$ cat src/design/i104lc_pkg.sv
// ----------------------------------------------------------------------------
// i104lc_pkg
// Types and constants shared by the IEC 104 link control modules.
// ----------------------------------------------------------------------------
package i104lc_pkg;

  // Width of a sequence number and its wrap point.
  localparam int unsigned SeqW = 15;
  localparam logic [SeqW-1:0] SeqLast = 15'd32766;

  // Test frame counter width and its ceiling.
  localparam int unsigned TestW = 4;
  localparam logic [TestW-1:0] TestMax = 4'd15;
  localparam logic [TestW-1:0] TestLimitReset = 4'd10;

  // Register map: register index taken from the word address.
  localparam logic RegTestLimit = 1'b0;

  // Event kinds on the input channel.
  typedef enum logic [1:0] {
    OP_FRAME = 2'd0,
    OP_TIMER = 2'd1,
    OP_START = 2'd2
  } op_e;

  // Kinds of frame sent in reply.
  typedef enum logic [2:0] {
    KIND_NONE     = 3'd0,
    KIND_S        = 3'd1,
    KIND_STARTACT = 3'd2,
    KIND_STOPACT  = 3'd3,
    KIND_TESTACT  = 3'd4,
    KIND_TESTCON  = 3'd5,
    KIND_INTERRO  = 3'd6
  } send_kind_e;

  // One received event.
  typedef struct packed {
    logic [1:0] op;
    logic [7:0] ctrl_octet_1;
    logic [7:0] ctrl_octet_2;
    logic [7:0] ctrl_octet_3;
    logic [7:0] ctrl_octet_4;
  } item_t;

  // One result.
  typedef struct packed {
    logic [2:0]      send_kind;
    logic [SeqW-1:0] send_recv_number;
    logic [SeqW-1:0] send_send_number;
    logic            status;
    logic            transfer_active;
  } result_t;

  // Sequence number advance, modulo 32767.
  function automatic logic [SeqW-1:0] seq_next(input logic [SeqW-1:0] v);
    logic [SeqW-1:0] r;
    if (v == SeqLast) begin
      r = '0;
    end else begin
      r = v + 15'd1;
    end
    return r;
  endfunction

endpackage

$ cat src/design/i104lc_cfg.sv
// ----------------------------------------------------------------------------
// i104lc_cfg
// APB register block holding the test frame limit.
// ----------------------------------------------------------------------------
module i104lc_cfg (
  input  logic                          clk_i,
  input  logic                          rst_ni,
  input  logic                          psel,
  input  logic                          penable,
  input  logic                          pwrite,
  input  logic [2:0]                    paddr,
  input  logic [31:0]                   pwdata,
  output logic [31:0]                   prdata,
  output logic                          pready,
  output logic [i104lc_pkg::TestW-1:0]  test_limit_o
);

  logic                         reg_sel;
  logic                         wr_en;
  logic [i104lc_pkg::TestW-1:0] test_limit_q;

  // Word address picks the register; the byte offset is ignored.
  assign reg_sel = (paddr[2] == i104lc_pkg::RegTestLimit);
  assign pready  = 1'b1;
  assign wr_en   = psel && penable && pwrite && pready;

  // Limit register.
  always_ff @(posedge clk_i or negedge rst_ni) begin
    if (!rst_ni) begin
      test_limit_q <= i104lc_pkg::TestLimitReset;
    end else if (wr_en && reg_sel) begin
      test_limit_q <= pwdata[i104lc_pkg::TestW-1:0];
    end
  end

  // Read data.
  always_comb begin
    prdata = '0;
    if (reg_sel) begin
      prdata[i104lc_pkg::TestW-1:0] = test_limit_q;
    end
  end

  assign test_limit_o = test_limit_q;

endmodule

$ cat src/design/i104lc_in_stage.sv
// ----------------------------------------------------------------------------
// i104lc_in_stage
// Input register for one event, loaded whenever it is empty or draining.
// ----------------------------------------------------------------------------
module i104lc_in_stage (
  input  logic              clk_i,
  input  logic              rst_ni,
  input  logic              in_valid_i,
  output logic              in_stall_o,
  input  i104lc_pkg::item_t item_i,
  input  logic              fwd_ready_i,
  output logic              valid_o,
  output i104lc_pkg::item_t item_o
);

  logic              valid_q;
  logic              load_en;
  i104lc_pkg::item_t item_q;

  // The stage takes a new event when empty or when its event moves on.
  assign load_en    = !valid_q || fwd_ready_i;
  assign in_stall_o = !load_en;

  always_ff @(posedge clk_i or negedge rst_ni) begin
    if (!rst_ni) begin
      valid_q <= 1'b0;
    end else if (load_en) begin
      valid_q <= in_valid_i;
    end
  end

  // Payload needs no reset.
  always_ff @(posedge clk_i) begin
    if (load_en && in_valid_i) begin
      item_q <= item_i;
    end
  end

  assign valid_o = valid_q;
  assign item_o  = item_q;

endmodule

$ cat src/design/i104lc_ctrl.sv
// ----------------------------------------------------------------------------
// i104lc_ctrl
// Link state and the per-event decision: sequence checks, U frame handling,
// test timer bookkeeping and the reply to send.
// ----------------------------------------------------------------------------
module i104lc_ctrl (
  input  logic                         clk_i,
  input  logic                         rst_ni,
  input  logic                         adv_i,
  input  i104lc_pkg::item_t            item_i,
  input  logic [i104lc_pkg::TestW-1:0] test_limit_i,
  output i104lc_pkg::result_t          result_o
);

  logic                         stopped_q, stopped_d;
  logic                         pending_q, pending_d;
  logic [i104lc_pkg::SeqW-1:0]  recv_q, recv_d;
  logic [i104lc_pkg::SeqW-1:0]  send_q, send_d;
  logic [i104lc_pkg::TestW-1:0] tests_q, tests_d;
  logic [i104lc_pkg::SeqW-1:0]  frame_ns;
  logic [i104lc_pkg::SeqW-1:0]  frame_nr;
  logic [7:0]                   o1;

  // Sequence numbers carried in the control octets.
  assign o1       = item_i.ctrl_octet_1;
  assign frame_ns = {item_i.ctrl_octet_2, item_i.ctrl_octet_1[7:1]};
  assign frame_nr = {item_i.ctrl_octet_4, item_i.ctrl_octet_3[7:1]};

  // Next state and reply for the event in the input register.
  always_comb begin
    stopped_d = stopped_q;
    pending_d = pending_q;
    recv_d    = recv_q;
    send_d    = send_q;
    tests_d   = tests_q;
    result_o  = '0;
    result_o.send_kind = i104lc_pkg::KIND_NONE;
    case (i104lc_pkg::op_e'(item_i.op))
      i104lc_pkg::OP_FRAME: begin
        if (!o1[0]) begin
          // I frame: only in sequence while transfer runs.
          if (stopped_q || (frame_ns != recv_q)) begin
            result_o.status = 1'b1;
          end else begin
            recv_d = i104lc_pkg::seq_next(recv_q);
            result_o.send_kind        = i104lc_pkg::KIND_S;
            result_o.send_recv_number = recv_d;
          end
        end else if (!o1[1]) begin
          // S frame: acknowledge must match the send count.
          if (frame_nr != send_q) begin
            result_o.status = 1'b1;
          end else begin
            send_d = i104lc_pkg::seq_next(send_q);
          end
        end else if (o1[2]) begin
          result_o.status = 1'b1;
        end else if (o1[3]) begin
          // STARTDT confirmed: issue the general interrogation.
          result_o.send_kind        = i104lc_pkg::KIND_INTERRO;
          result_o.send_recv_number = recv_q;
          result_o.send_send_number = send_q;
          send_d    = i104lc_pkg::seq_next(send_q);
          stopped_d = 1'b0;
        end else if (o1[4]) begin
          result_o.status = 1'b1;
        end else if (o1[5]) begin
          stopped_d = 1'b1;
        end else if (o1[6]) begin
          result_o.send_kind = i104lc_pkg::KIND_TESTCON;
          pending_d = 1'b0;
        end else begin
          // TESTCON, also taken when no function bit is set.
          result_o.status = !pending_q;
          pending_d = 1'b0;
        end
      end
      i104lc_pkg::OP_TIMER: begin
        if (tests_q > test_limit_i) begin
          result_o.send_kind = i104lc_pkg::KIND_STOPACT;
        end else begin
          stopped_d = 1'b1;
          if (tests_q != i104lc_pkg::TestMax) begin
            tests_d = tests_q + 4'd1;
          end
          result_o.send_kind = i104lc_pkg::KIND_TESTACT;
        end
      end
      i104lc_pkg::OP_START: begin
        stopped_d = 1'b1;
        result_o.send_kind = i104lc_pkg::KIND_STARTACT;
      end
      default: begin
        result_o.status = 1'b1;
      end
    endcase
    result_o.transfer_active = !stopped_d;
  end

  // State registers advance when the event moves to the result register.
  always_ff @(posedge clk_i or negedge rst_ni) begin
    if (!rst_ni) begin
      stopped_q <= 1'b1;
      pending_q <= 1'b1;
      recv_q    <= '0;
      send_q    <= '0;
      tests_q   <= '0;
    end else if (adv_i) begin
      stopped_q <= stopped_d;
      pending_q <= pending_d;
      recv_q    <= recv_d;
      send_q    <= send_d;
      tests_q   <= tests_d;
    end
  end

  // Counters wrap before the all-ones value.
  a_recv_range: assert property (@(posedge clk_i) disable iff (!rst_ni)
    recv_q != 15'h7FFF)
    else $error("receive count reached the reserved value");

  a_send_range: assert property (@(posedge clk_i) disable iff (!rst_ni)
    send_q != 15'h7FFF)
    else $error("send count reached the reserved value");

  // State moves only when an event is consumed.
  a_state_hold: assert property (@(posedge clk_i) disable iff (!rst_ni)
    !adv_i |=> $stable(recv_q) && $stable(send_q) && $stable(stopped_q))
    else $error("link state changed without an event");

  // An interrogation always starts data transfer.
  a_interro_active: assert property (@(posedge clk_i) disable iff (!rst_ni)
    (result_o.send_kind == i104lc_pkg::KIND_INTERRO) |-> result_o.transfer_active)
    else $error("interrogation sent while transfer stopped");

endmodule

$ cat src/design/iec104_link_control_top.sv
// ----------------------------------------------------------------------------
// iec104_link_control_top
// Master-side IEC 60870-5-104 APCI link control.
// ----------------------------------------------------------------------------
// The input channel carries one event per item: a received frame's four
// control octets, a test timer expiry or a start request. The output channel
// returns exactly one result per event: the kind of frame to send, its
// sequence numbers, an accept/reject status and the transfer flag.
// Both channels use valid and stall; an item moves at a clock edge with valid
// high and stall low. The APB port holds the test frame limit.
// An event is registered on acceptance, decided from the input register and
// written into the result register once that register can take it. One
// event per cycle is sustained while the output does not stall: the input
// register and the result register are the only stages, and the link state
// is updated as each event passes between them.
// A stall on the output holds the result register; the input register then
// keeps its event and stalls the input only while both stages are full.
// Reset stops data transfer, sets test pending, clears both sequence counters
// and the test count, and sets the test limit to ten.
// ----------------------------------------------------------------------------
module iec104_link_control_top (
  input  logic        clk_i,
  input  logic        rst_ni,
  // APB configuration port
  input  logic        psel,
  input  logic        penable,
  input  logic        pwrite,
  input  logic [2:0]  paddr,
  input  logic [31:0] pwdata,
  output logic [31:0] prdata,
  output logic        pready,
  // Input channel
  input  logic        in_valid_i,
  output logic        in_stall_o,
  input  logic [1:0]  op_i,
  input  logic [7:0]  ctrl_octet_1_i,
  input  logic [7:0]  ctrl_octet_2_i,
  input  logic [7:0]  ctrl_octet_3_i,
  input  logic [7:0]  ctrl_octet_4_i,
  // Output channel
  output logic        out_valid_o,
  input  logic        out_stall_i,
  output logic [2:0]  send_kind_o,
  output logic [14:0] send_recv_number_o,
  output logic [14:0] send_send_number_o,
  output logic        status_o,
  output logic        transfer_active_o
);

  logic                         out_ready;
  logic                         stage_valid;
  logic                         adv;
  logic                         out_valid_q;
  logic [i104lc_pkg::TestW-1:0] test_limit;
  i104lc_pkg::item_t            in_item;
  i104lc_pkg::item_t            stage_item;
  i104lc_pkg::result_t          result;
  i104lc_pkg::result_t          result_q;

  // Configuration registers.
  i104lc_cfg u_cfg (
    .clk_i        (clk_i),
    .rst_ni       (rst_ni),
    .psel         (psel),
    .penable      (penable),
    .pwrite       (pwrite),
    .paddr        (paddr),
    .pwdata       (pwdata),
    .prdata       (prdata),
    .pready       (pready),
    .test_limit_o (test_limit)
  );

  // Input register.
  assign in_item.op           = op_i;
  assign in_item.ctrl_octet_1 = ctrl_octet_1_i;
  assign in_item.ctrl_octet_2 = ctrl_octet_2_i;
  assign in_item.ctrl_octet_3 = ctrl_octet_3_i;
  assign in_item.ctrl_octet_4 = ctrl_octet_4_i;

  i104lc_in_stage u_in_stage (
    .clk_i       (clk_i),
    .rst_ni      (rst_ni),
    .in_valid_i  (in_valid_i),
    .in_stall_o  (in_stall_o),
    .item_i      (in_item),
    .fwd_ready_i (out_ready),
    .valid_o     (stage_valid),
    .item_o      (stage_item)
  );

  // The result register takes a value when empty or being drained.
  assign out_ready = !out_valid_q || !out_stall_i;
  assign adv       = stage_valid && out_ready;

  // Decision logic and link state.
  i104lc_ctrl u_ctrl (
    .clk_i        (clk_i),
    .rst_ni       (rst_ni),
    .adv_i        (adv),
    .item_i       (stage_item),
    .test_limit_i (test_limit),
    .result_o     (result)
  );

  // Result register.
  always_ff @(posedge clk_i or negedge rst_ni) begin
    if (!rst_ni) begin
      out_valid_q <= 1'b0;
    end else if (out_ready) begin
      out_valid_q <= adv;
    end
  end

  always_ff @(posedge clk_i) begin
    if (adv) begin
      result_q <= result;
    end
  end

  assign out_valid_o        = out_valid_q;
  assign send_kind_o        = result_q.send_kind;
  assign send_recv_number_o = result_q.send_recv_number;
  assign send_send_number_o = result_q.send_send_number;
  assign status_o           = result_q.status;
  assign transfer_active_o  = result_q.transfer_active;

  // The input stalls only while both stages hold an event.
  a_stall_full: assert property (@(posedge clk_i) disable iff (!rst_ni)
    in_stall_o |-> stage_valid && out_valid_q && out_stall_i)
    else $error("input stalled with room in the pipeline");

  // A consumed event always yields a valid result on the next cycle.
  a_adv_result: assert property (@(posedge clk_i) disable iff (!rst_ni)
    adv |=> out_valid_q)
    else $error("event consumed without a result");

  // A held result keeps its value.
  a_result_hold: assert property (@(posedge clk_i) disable iff (!rst_ni)
    out_valid_q && out_stall_i |=> $stable(result_q))
    else $error("stalled result changed");

endmodule
$ cat config.mk
export PLATFORM = sky130hd
export DESIGN_NAME = iec104_link_control_top
export DESIGN_NICKNAME = d
export VERILOG_FILES = /design/src/design/i104lc_pkg.sv /design/src/design/i104lc_cfg.sv /design/src/design/i104lc_in_stage.sv /design/src/design/i104lc_ctrl.sv /design/src/design/iec104_link_control_top.sv
export SDC_FILE = /design/constraint.sdc
export NUM_CORES = 1
export LEC_CHECK = 0
export BUFFER_PORTS_ARGS = -buffer_cell sky130_fd_sc_hd__buf_2
export CAP_MARGIN = 20
export CORE_ASPECT_RATIO = 0.9
export CORE_MARGIN = 5
export CORE_UTILIZATION = 58
export CTS_CLUSTER_DIAMETER = 80
export DETAILED_ROUTE_END_ITERATION = 10
export HOLD_SLACK_MARGIN = 0.06
export PLACE_DENSITY_LB_ADDON = 0.08
export SYNTH_ARGS = -nofsm -noshare
export SYNTH_HDL_FRONTEND = slang
export SYNTH_SLANG_ARGS = --single-unit
$ cat constraint.sdc
create_clock -name clk_i -period 4.1 [get_ports clk_i]
set_input_delay 0.205 -clock clk_i [delete_from_list [all_inputs] [get_ports clk_i]]
set_output_delay 0.205 -clock clk_i [all_outputs]
set_load 0.01 [all_outputs]
* Word-level counts from Yosys, hierarchy flattened *
Cells that the tools add are included.

word-level totals
  bits of input ports = 76
  bits in read-only memories = 0
  flip-flop bits (word level) = 111
  latch bits = 0
  bits in writable memories = 0
  word-level logic and storage cells = 99
  memories kept = 0

cells by class
  reduce and logical (&&, ||, !) cells = 21
  equality and inequality tests = 10
  shift operators = 0
  div/mod/pow operators = 0
  magnitude comparators = 1
  add/subtract/negate cells = 3
  multiplexer cells = 36
  bitwise operators = 10
  $mul = 0

operators by type and width
  kind                                            count
  2-to-1 mux 15 bit                               6
  2-to-1 mux 33 bit                               2
  adder 15 x 1 -> 15 bit (second input constant)  2
  equality test 15 bit (second input constant)    2
  2-to-1 mux 30 bit                               1
  != test 15 bit                                  2
  2-to-1 mux 18 bit                               1
  2-to-1 mux 1 bit                                16
  2-to-1 mux 16 bit                               1
  2-to-1 mux 3 bit                                5
  NOT 1 bit                                       10
  one-hot mux 3 bit (3 select lines)              1
  AND reduction 4 bit                             2
  AND reduction 8 bit                             1
  logical NOT 1 bit                               6
  AND reduction 6 bit                             1
  logical AND 1 bit                               5
  OR reduction 5 bit                              1
  adder 4 x 1 -> 4 bit (second input constant)    1
  greater-than comparator 4 bit                   1
  2-to-1 mux 4 bit                                1
  != test 2 bit (second input constant)           2
  != test 4 bit (second input constant)           1
  logical OR 1 bit                                3
  other kinds (7)                                 7

* Logic depth before layout (Yosys ltp) *
Gate-level depths: netlist (run 1).

  depth after elaboration = 9
  mapped depth = 9
  mapped depth without buffers = 8

* By module *
From an unflattened synthesis (run 1), not the netlist that was laid out.

second synthesis, totals
  cells, all modules = 537
  area total of the unflattened synthesis = 5967.0 µm²

modules (own cells, without submodules)
  module                   cells each  instances  sequential area each (µm²)  area each (µm²)
  i104lc_ctrl              415         1          903.4                       3358.2
  iec104_link_control_top  39          1          1076.0                      1098.6
  i104lc_in_stage          39          1          1046.0                      1078.5
  i104lc_cfg               44          1          102.6                       431.7

* Least setup slack after synthesis (run 1) *
OpenSTA, ideal clock, no wires.

  path type = reg2reg
  from = register out_valid_q (netlist: out_valid_o)
  to = register u_ctrl.recv_q[11] (netlist bit)
  data required time = 3966 ps
  clock period less this slack = 2229 ps
  path buffers = 1
  cell stages (with the launch flop) = 8
  data arrival time = 2095 ps
  slack = 1871 ps
  cells stage by stage = dfrtp_1 -> nand2_1 -> nand2_1 -> inv_1 -> nand4_1 -> clkbuf_1 -> o31ai_1 -> o31ai_1

between the ends
  cells in the longest elaborated chain, start to end = 4

ends and longest elaborated chain
  what                                  RTL line                        text
  start, declared                       iec104_link_control_top.sv:53   logic out_valid_q;
  start signal, assigned                iec104_link_control_top.sv:111  out_valid_q <= adv;
  logical NOT 1 bit                     iec104_link_control_top.sv:93   assign out_ready = !out_valid_q || !out_stall_i;
  logical OR 1 bit                      iec104_link_control_top.sv:93
  logical AND 1 bit                     iec104_link_control_top.sv:94   assign adv = stage_valid && out_ready;
  net adv                               iec104_link_control_top.sv:52   logic adv;
  AND reduction 4 bit (no source line)  --
  end signal, assigned                  i104lc_ctrl.sv:111              recv_q <= recv_d;
  end, declared                         i104lc_ctrl.sv:17               logic [i104lc_pkg::SeqW-1:0] recv_q, recv_d;

The timed path passes the listed nets, and every way through them passes these cells.
A chain may end at the register's enable or synchronous reset.

* Worst setup path after layout (run 1) *
  from = register u_ctrl.recv_q[6] (netlist bit)
  to = register u_ctrl.recv_q[11] (netlist bit)

between the ends
  cells in the longest elaborated chain, start to end = 4

ends and longest elaborated chain
  what
  branches (longest 4 deep; another with adder 15 x 1 -> 15 bit)

Parallel ways; which one is timed is not known.

==> results.sh, run 1 <==
export IMPL_finalHoldViolCount=0
export IMPL_post_drt_wl_per_cell_um=16.7
export IMPL_grt_max_degree=43
export IMPL_timing_final_crit_period_ns=2.80
export IMPL_tightest_slew_ns=1.01
export IMPL_root_buffer="clkbuf_8"
export IMPL_grt_pass1_wl_um=20900
export IMPL_antenna_found_initial=0
export IMPL_grt_usage=0.221
export IMPL_antenna_cells=0
export IMPL_synthFlopType="edfxtp_1"
export IMPL_reg2reg_depth=6
export IMPL_arrival_ns=3.04
export IMPL_crit_slowest_cell="nand4_1"
export IMPL_ys_warn_count=0
export IMPL_synth_edff_count=68
export IMPL_grt_pass1_vias=4160
export IMPL_route_detailed_drc=0
export IMPL_clkSlewWorstSetupHoldPaths_ns=0.11
export IMPL_r2r_slack_ns=1.30
export IMPL_num_vias=4236
export IMPL_fin_cells=759
export IMPL_cts_made_buffers=9
export IMPL_reg2reg_from="u_ctrl.recv_q[6]"
export IMPL_critPathLaunchType="flop"
export IMPL_die_height_um=104
export IMPL_leakage_nw=2.76
export IMPL_dieArea_um2=11900
export IMPL_cp_max_fo=21
export IMPL_grt_overflow=0
export IMPL_slew_violations=0
export IMPL_power_density_nw_per_um2=359
export IMPL_seq_area_frac_synth=0.547
export IMPL_peakVddDrop_uv=364
export IMPL_slowest_delay_ns=0.67
export IMPL_syn_avg_cell_area_um2=11.0
export IMPL_numPortBuffers=85
export IMPL_r2r_end="u_ctrl.recv_q[11]"
export IMPL_start_util=0.590
export IMPL_crit_type="reg2reg"
export IMPL_clkSinkCount=110
export IMPL_crit_start="u_ctrl.recv_q[6]"
export IMPL_place_congestion=0.872
export IMPL_finClkSkew_ns=0.0147
export IMPL_cts_htree_levels=3
export IMPL_setup_tns_ns=0
export IMPL_worst_path_most_repeated_cell="o31ai_1"
export IMPL_fmax_ghz=0.357
export IMPL_yosysUniqueCellTypes=55
export IMPL_design_core_area_um2=9610
export IMPL_post_place_ws_ns=1.30
export IMPL_hold_class="in2async"
export IMPL_tritoncts="yes"
export IMPL_insertion_delay_ns=0.39
export IMPL_synthCells=516
export IMPL_cp_end_kind="flop"
export IMPL_status="completed"
export IMPL_routed_wl_um=12600
export IMPL_nets=718
export IMPL_setup_viol=0
export IMPL_dpl_hpwl_um=8420
export IMPL_dpl_cell_count=702
export IMPL_pin_count=146
export IMPL_cp_required_ns=4.33
export IMPL_worstSetupEndpoint="u_ctrl.recv_q[11]"
export IMPL_rows=34
export IMPL_fin_crit_sh=0.684
export IMPL_rsz0062_at_grt="false"
export IMPL_async_flop_share=0.382
export IMPL_drive_gt1_frac=0.194
export IMPL_dr_pass1_iters=5
export IMPL_postLayoutCellArea_um2=6640
export IMPL_synth_seq_cells=110
export IMPL_drt_iter0_drc=388
export IMPL_worstPathCellList="xor2_1 > nor4_1 > and4_1 > nand4_1 > o31ai_1 > o31ai_1"
export IMPL_viasPerCell=5.58
export IMPL_place_area_um2=6020
export IMPL_fp_dieW_um=114
export IMPL_fin_ws_ns=1.30
export IMPL_max_cap_viol_count=0
export IMPL_synth_area_um2=5670
export IMPL_slew_headroom=0.326
export IMPL_area_growth_pct=17.1
export IMPL_clockBufferDepth=2
export IMPL_ant_nets=0
-- final cells by class --
cell class | instances | area [um2]
Sequential cell | 110 | 3100
Fill cell | 727 | 2980
Multi-Input combinational cell | 358 | 2240
Timing Repair Buffer | 128 | 861
Tap cell | 126 | 158
Clock buffer | 11 | 141
Inverter | 21 | 78.8
Clock inverter | 5 | 57.6
-- kinds of logic after synthesis --
family                   after synthesis  share of synthesized area
AO/OA/AOI/OAI                        109                      0.123
XOR/XNOR                              33                     0.0510
adder cells (fa/ha/maj)               14                     0.0309
buffers and inverters                 75                     0.0753
flip-flops                           110                      0.547
multiplexers                           6                     0.0119
other                                  2                    0.00132
AND/OR/NAND/NOR                      167                      0.160
-- routing by layer --
layer  wire length, um  GRT usage
met5                 0          0
met3              1060     0.0501
met4               173     0.0696
met2              6110      0.348
met1              5290      0.305
-- synth_stat cells, types with 3 or more instances --
cell	count	area, um2
and4_1	3	26.3
dfstp_2	4	105
o21ai_0	45	225
and2_1	18	113
buf_6	3	33.8
nand2b_1	4	25.0
nor3_1	6	30.0
a21oi_1	9	45.0
o31ai_1	25	188
xnor2_1	5	43.8
dfrtp_1	38	951
or2_2	3	18.8
nand3_1	23	115
and2_0	3	18.8
a31o_2	3	26.3
inv_1	21	78.8
edfxtp_1	68	2040
ha_1	14	175
nor4_1	6	37.5
nor2b_1	7	43.8
xor2_1	28	245
and3_1	10	62.6
a22o_1	3	26.3
o211ai_1	3	22.5
clkbuf_1	12	45.0
mux2_2	6	67.6
o41ai_1	3	26.3
nor2_1	28	105
a31oi_1	7	43.8
or3_1	5	31.3
nand4_1	12	75.1
buf_4	30	225
nand2_1	28	105
buf_2	6	30.0
-- flip-flops by register name, indices dropped and copies added (netlist names), named ones only --
| name | flops |
|---|---|
| u_in_stage.item_o | 33 |
| send_recv_number_o | 15 |
| send_send_number_o | 15 |
| u_ctrl.recv_q | 15 |
| u_ctrl.send_q | 15 |
| u_cfg.test_limit_o | 4 |
| u_ctrl.tests_q | 4 |
| send_kind_o | 3 |
| out_valid_o | 1 |
| status_o | 1 |
| transfer_active_o | 1 |
| u_ctrl.pending_q | 1 |
| u_in_stage.valid_o | 1 |
-- stage by stage --
| step | power, W | utilization | hold slack, ns |
|---|---|---|---|
| after floorplan | 0.00160 | - | -0.0906 |
| after global placement | 0.00168 | 0.626 | 0.382 |
| after detailed placement | 0.00171 | 0.626 | 0.383 |
| after CTS | 0.00239 | 0.688 | 0.307 |
| after global routing | 0.00249 | 0.691 | 0.338 |
| final | 0.00239 | 0.691 | 0.319 |
-- power by group --
| group | internal [W] | switching, W |
|---|---|---|
| Clock | 0.000301 | 0.000369 |
| Sequential | 0.00128 | 0.0000657 |
| Combinational | 0.000169 | 0.000199 |
| Total | 0.00175 | 0.000633 |
-- cells in the final DEF, fill, tap and decap left out, drive strengths merged, types with 2 or more instances in the layout --
cell type | synthesis | layout
nand4b | 2 | 2
and4 | 3 | 3
clkbuf | 14 | 11
a21o | 2 | 2
ha | 14 | 14
buf | 40 | 88
a22o | 3 | 3
a21oi | 9 | 9
dfrtp | 38 | 38
and3 | 10 | 10
inv | 21 | 22
a31o | 3 | 3
dfstp | 4 | 4
o41ai | 4 | 4
conb | 2 | 29
nor4 | 8 | 8
a22oi | 2 | 2
or2 | 4 | 4
dlygate4sd3 | 0 | 40
xnor2 | 5 | 5
o211ai | 3 | 3
nand2b | 4 | 4
nand2 | 28 | 28
mux2 | 6 | 6
nand4 | 12 | 12
xor2 | 28 | 28
clkinv | 0 | 2
o31ai | 25 | 25
nand3 | 23 | 23
edfxtp | 68 | 68
or3 | 5 | 5
and2 | 21 | 21
nor2 | 28 | 28
nor3 | 7 | 7
o21ai | 45 | 45
nor2b | 7 | 7
a31oi | 7 | 7
-- critical path: cells and delay by family, from the launching register on --
family | cells | cell delay, ns
simple gates | 3 | 1.31
xor+xnor | 1 | 0.20
flops | 1 | 0.53
compound gates | 2 | 0.61
-- worst min path at each step --
stage                                  from               endpoint  slack [ns]  cells past startpoint
after CTS                           penable  u_cfg.test_limit_o[2]        0.31                      3
after floorplan                      rst_ni            out_valid_o       -0.09                      0
after global placement              op_i[0]  u_in_stage.item_o[32]        0.38                      1
after detailed placement  ctrl_octet_4_i[1]   u_in_stage.item_o[1]        0.38                      1
final                                rst_ni      u_ctrl.tests_q[3]        0.32                      2
after global routing                 rst_ni      u_ctrl.tests_q[3]        0.34                      2
-- timing repair --
| action | in CTS | in global routing |
|---|---|---|
| endpoints found under the hold margin | 77 | 0 |
| gates resized for setup | 0 | 0 |
| hold buffers | 40 | 0 |
| setup buffers | 0 | 0 |
No activity file was read; power rests on OpenSTA's default activity.
==> inputs of run 2 (changes only) <==
- CORE_UTILIZATION: 58 -> 53
- clock period: 4.1 -> 2.9 ns (I/O delays scaled with it)
==> run 2 against run 1 <==
Clock skew shrank 0.0026 ns. Register-to-register slack got worse by 0.92 ns. Combinational power increased by 43%. Final cell count increased by 1.8%. Power up 50%. First-iteration DRC count is 7.2% lower. Sequential share of layout area decreased by 1.1 points.
==> results.sh, run 2 (synthesized netlist as in run 1, its figures left out) <==
export IMPL_cp_max_fo=21
export IMPL_leakage_nw=2.84
export IMPL_grt_overflow=0
export IMPL_r2r_slack_ns=0.38
export IMPL_hold_class="in2async"
export IMPL_place_congestion=0.877
export IMPL_fmax_ghz=0.396
export IMPL_finalHoldViolCount=0
export IMPL_fp_dieW_um=119
export IMPL_num_vias=4235
export IMPL_clkSlewWorstSetupHoldPaths_ns=0.07
export IMPL_route_detailed_drc=0
export IMPL_dieArea_um2=12900
export IMPL_area_growth_pct=20.0
export IMPL_clkSinkCount=110
export IMPL_fin_crit_sh=0.870
export IMPL_dpl_hpwl_um=8760
export IMPL_drive_gt1_frac=0.210
export IMPL_numPortBuffers=85
export IMPL_fillers=789
export IMPL_power_density_nw_per_um2=525
export IMPL_ant_nets=0
export IMPL_post_drt_wl_per_cell_um=15.9
export IMPL_slew_headroom=0.589
export IMPL_clockBufferDepth=2
export IMPL_nets=729
export IMPL_die_height_um=108
export IMPL_setup_tns_ns=0
export IMPL_postLayoutCellArea_um2=6800
export IMPL_timing_final_crit_period_ns=2.52
export IMPL_cp_end_kind="flop"
export IMPL_grt_pass1_vias=4056
export IMPL_total_power_w=0.00357
export IMPL_start_util=0.548
export IMPL_grt_usage=0.195
export IMPL_cts_htree_levels=3
export IMPL_antenna_cells=0
export IMPL_slew_violations=0
export IMPL_setup_viol=0
export IMPL_design_core_area_um2=10300
export IMPL_peakVddDrop_uv=418
export IMPL_finClkSkew_ns=0.0121
export IMPL_max_cap_viol_count=0
export IMPL_final_cell_mix="buf_2 (85), edfxtp_1 (68), o21ai_0 (45), dlygate4sd3_1 (40), dfrtp_1 (38)"
export IMPL_reg2reg_depth=6
export IMPL_routed_wl_um=12300
export IMPL_final_common_cell="buf_2"
export IMPL_largest_reg_flops=33
export IMPL_antenna_found_initial=0
export IMPL_cts_made_buffers=9
export IMPL_pin_count=146
export IMPL_tightest_slew_ns=0.617
export IMPL_post_place_ws_ns=0.336
export IMPL_crit_type="reg2reg"
export IMPL_arrival_ns=2.81
export IMPL_grt_pass1_wl_um=20000
export IMPL_reg2reg_from="u_ctrl.send_q[3]"
export IMPL_dr_pass1_iters=5
export IMPL_r2r_end="u_ctrl.send_q[14]"
export IMPL_grt_max_degree=43
export IMPL_insertion_delay_ns=0.35
export IMPL_cts_resized=0
export IMPL_rows=35
export IMPL_dpl_cell_count=716
export IMPL_cp_required_ns=3.18
export IMPL_status="completed"
export IMPL_critPathLaunchType="flop"
export IMPL_tritoncts="yes"
export IMPL_fin_cells=773
export IMPL_rsz0062_at_grt="false"
export IMPL_fin_ws_ns=0.376
export IMPL_drt_iter0_drc=360
export IMPL_viasPerCell=5.48
export IMPL_place_area_um2=6110
export IMPL_root_buffer="clkbuf_16"
## run 2: changes by cell type in the layout (fill, tap and decap cells not counted)
cell | before | now
clkinv_4 | 0 | 1
clkbuf_16 | 0 | 9
inv_8 | 1 | 0
clkbuf_8 | 10 | 1
clkinv_2 | 1 | 2
buf_4 | 2 | 13
bufinv_16 | 1 | 0
clkinvlp_4 | 1 | 2
clkbuf_1 | 1 | 0
## run 2: power by group
| part | switching (W) | leakage (nW) | internal [W] |
|---|---|---|---|
| Clock | 0.000538 | 0.132 | 0.000601 |
| Combinational | 0.000271 | 1.49 | 0.000257 |
| Sequential | 0.0000876 | 1.22 | 0.00181 |
## run 2: how the worst max path moves through the flow
stage                     cells past startpoint                end        startpoint  slack [ns]
after floorplan                               7  u_ctrl.recv_q[11]       out_valid_o        0.67
after global placement                        6  u_ctrl.send_q[14]  u_ctrl.send_q[3]        0.40
after detailed placement                      6  u_ctrl.send_q[11]  u_ctrl.send_q[3]        0.34
after global routing                          6   u_ctrl.send_q[8]  u_ctrl.send_q[3]        0.20
after CTS                                     6  u_ctrl.send_q[14]  u_ctrl.send_q[3]        0.34
final                                         6  u_ctrl.send_q[14]  u_ctrl.send_q[3]        0.38
## run 2: final cells by class
type | instances | area [um2] | area share
inverters | 21 | 78.8 | 0.0116
repair buffers | 139 | 943 | 0.139
well taps | 129 | 161 | 0.0237
multi-input cells | 358 | 2240 | 0.330
clock buffers | 10 | 239 | 0.0351
clock inverters | 6 | 37.5 | 0.00552
flip-flops and latches | 110 | 3100 | 0.455
## run 2: routing by layer
layer	GRT usage	vias up	wire, um
met5	0	-	0
met4	0.0513	0	106
met3	0.0439	11	939
met2	0.323	177	5830
met1	0.261	1988	5380
li1	-	2059	-
## run 2: repair_timing
action                                  CTS  global route
buffers inserted                          0             0
endpoints found under the setup margin    0             0
endpoints found under the hold margin    77             0
hold buffers                             40             0
## run 2: critical path, stage by stage (launching register included)
cell and delay, ns:
dfrtp_1 0.49, xor2_1 0.19, nor4_1 0.38, nand4_1 0.21, a211o_1 0.55, or4_1 0.58
nand2_1 0.08
## run 2: stage by stage
| stage | hold slack (ns) | util |
|---|---|---|
| finish | 0.271 | 0.658 |
| floorplan | -0.151 | - |
| global route | 0.319 | 0.658 |
| detailed placement | 0.323 | 0.591 |
| global placement | 0.321 | 0.591 |
| CTS | 0.301 | 0.656 |
==> inputs of run 3 (changes only) <==
- CORE_UTILIZATION: 53 -> 58
- GPL_ROUTABILITY_DRIVEN: unset -> 0
- clock period: 2.9 -> 3.1 ns (I/O delays scaled with it)
==> run 3 against run 2 <==
Final cell count is 0.39% lower. Cell area is 0.88% lower. Critical path depth is 2 higher. Maximum frequency is 0.47% higher. Count of clock-buffer cells in the layout is 1 lower. Sequential share of layout area is 0.41 points higher. Largest power group unchanged.
==> results.sh, run 3 (synthesized netlist as in run 1, its figures left out) <==
export IMPL_cp_required_ns=3.37
export IMPL_rows=34
export IMPL_pin_count=146
export IMPL_clockBufferDepth=2
export IMPL_seq_area_um2=3100
export IMPL_cts_resized=0
export IMPL_dieArea_um2=11900
export IMPL_peakVddDrop_uv=478
export IMPL_multi_input_area_um2=2240
export IMPL_clkSinkCount=110
export IMPL_p_clk_frac=0.297
export IMPL_dpl_hpwl_um=8690
export IMPL_slew_violations=0
export IMPL_cts_htree_levels=3
export IMPL_finClkSkew_ns=0.0100
export IMPL_max_cap_viol_count=0
export IMPL_dpl_cell_count=713
export IMPL_clkSlewWorstSetupHoldPaths_ns=0.10
export IMPL_numPortBuffers=85
export IMPL_antenna_found_initial=0
export IMPL_critPathLaunchType="flop"
export IMPL_status="completed"
export IMPL_hold_class="in2async"
export IMPL_finalHoldViolCount=0
export IMPL_crit_type="reg2reg"
export IMPL_start_util=0.590
export IMPL_fmax_ghz=0.398
export IMPL_leakage_nw=2.82
export IMPL_grt_pass1_vias=4171
export IMPL_nets=729
export IMPL_slew_headroom=0.600
export IMPL_tritoncts="yes"
export IMPL_tightest_slew_ns=0.594
export IMPL_setup_tns_ns=0
export IMPL_p_sw_frac=0.260
export IMPL_postLayoutCellArea_um2=6740
export IMPL_post_drt_wl_per_cell_um=16.5
export IMPL_setup_viol=0
export IMPL_viasPerCell=5.65
export IMPL_fp_dieW_um=114
export IMPL_p_comb_frac=0.149
export IMPL_route_detailed_drc=0
export IMPL_cts_made_buffers=9
export IMPL_arrival_ns=2.78
export IMPL_cp_end_kind="flop"
export IMPL_num_vias=4349
export IMPL_antenna_cells=0
export IMPL_drive_gt1_frac=0.208
export IMPL_place_area_um2=6100
export IMPL_insertion_delay_ns=0.38
export IMPL_power_switching_w=0.000835
export IMPL_routed_wl_um=12700
export IMPL_p_seq_frac=0.554
export IMPL_grt_pass1_wl_um=21200
export IMPL_design_core_area_um2=9610
export IMPL_final_core_util=0.701
export IMPL_largest_reg_flops=33
export IMPL_fin_cells=770
export IMPL_p_int_w=0.00238
export IMPL_fillers=726
export IMPL_cp_max_fo=5
export IMPL_final_cell_mix="buf_2 (85), edfxtp_1 (68), o21ai_0 (45), dlygate4sd3_1 (40), dfrtp_1 (38)"
export IMPL_grt_max_degree=43
export IMPL_dr_pass1_iters=5
export IMPL_final_common_cell="buf_2"
export IMPL_drt_iter0_drc=327
export IMPL_power_density_nw_per_um2=476
export IMPL_rsz0062_at_grt="false"
export IMPL_fin_crit_sh=0.810
export IMPL_grt_overflow=0
export IMPL_die_height_um=104
export IMPL_grt_usage=0.222
export IMPL_root_buffer="clkbuf_8"
export IMPL_area_growth_pct=19.0
export IMPL_timing_final_crit_period_ns=2.51
export IMPL_ant_nets=0
run 3: changes by cell type in the layout (fill, tap and decap cells not counted):
cell | before | now
clkinv_4 | 1 | 2
inv_8 | 0 | 1
clkinvlp_4 | 2 | 0
clkinv_1 | 1 | 2
clkbuf_16 | 9 | 0
clkbuf_8 | 1 | 9
bufinv_16 | 0 | 2
clkinv_2 | 2 | 0
run 3: routing by layer:
metal / GRT usage / vias to the layer above / routed length [um]
li1: - / 2061 / -
met1: 0.310 / 2078 / 5410
met2: 0.366 / 196 / 6140
met3: 0.0437 / 14 / 1030
met4: 0.0424 / 0 / 116
met5: 0 / - / 0
run 3: worst max-delay path, cell delays in order (launching register included):
cell and delay [ns]:
dfstp_2 0.54, inv_1 0.05, ha_1 0.30, nor2b_1 0.13
o21ai_0 0.16, nand2b_1 0.09, o21ai_0 0.49, and3_1 0.32
mux2_2 0.34
run 3: power groups by stage:
| stage | clock network [W] | registers, W | logic, W |
|---|---|---|---|
| 6_report | 0.000954 | 0.00178 | 0.000479 |
| 2_1_floorplan | 0 | 0.00181 | 0.000303 |
| 3_5_place_dp | 0 | 0.00181 | 0.000435 |
| 5_1_grt | 0.00103 | 0.00180 | 0.000538 |
| 4_1_cts | 0.000967 | 0.00178 | 0.000475 |
| 3_3_place_gp | 0 | 0.00181 | 0.000419 |
run 3: final cells by class:
cell class,instances,share of cell area
inverter,21,0.0117
timing repair buffer,139,0.140
multi-input combinational,358,0.333
sequential,110,0.459
tap,126,0.0234
clock inverter,7,0.0143
clock buffer,9,0.0184
run 3: stage by stage:
| step | setup slack (ns) | hold slack (ns) | total power, W |
|---|---|---|---|
| floorplan | 0.871 | -0.141 | 0.00211 |
| global placement | 0.688 | 0.331 | 0.00223 |
| detailed placement | 0.597 | 0.333 | 0.00224 |
| CTS | 0.575 | 0.265 | 0.00322 |
| global route | 0.391 | 0.278 | 0.00336 |
| finish | 0.588 | 0.270 | 0.00321 |
run 3: worst paths after layout:
check / slack [ns] / depth (start not counted) / to / startpoint
worst max-delay path: 0.59 / 8 / u_ctrl.tests_q[1] / u_cfg.test_limit_o[1]
worst min-delay path: 0.27 / 2 / u_ctrl.recv_q[11] / rst_ni
worst max register to register: 0.59 / 8 / u_ctrl.tests_q[1] / u_cfg.test_limit_o[1]
worst min register to register: 0.47 / 2 / u_ctrl.pending_q / u_ctrl.pending_q
max in group asynchronous: 2.33 / 3 / u_ctrl.send_q[12] / rst_ni
min in group clk_i: 0.27 / 3 / u_cfg.test_limit_o[2] / penable
run 3: timing repair:
action                     in CTS  in global routing
hold buffers                   40                  0
buffers inserted                0                  0
hold endpoints to repair       77                  0
setup endpoints to repair       0                  0
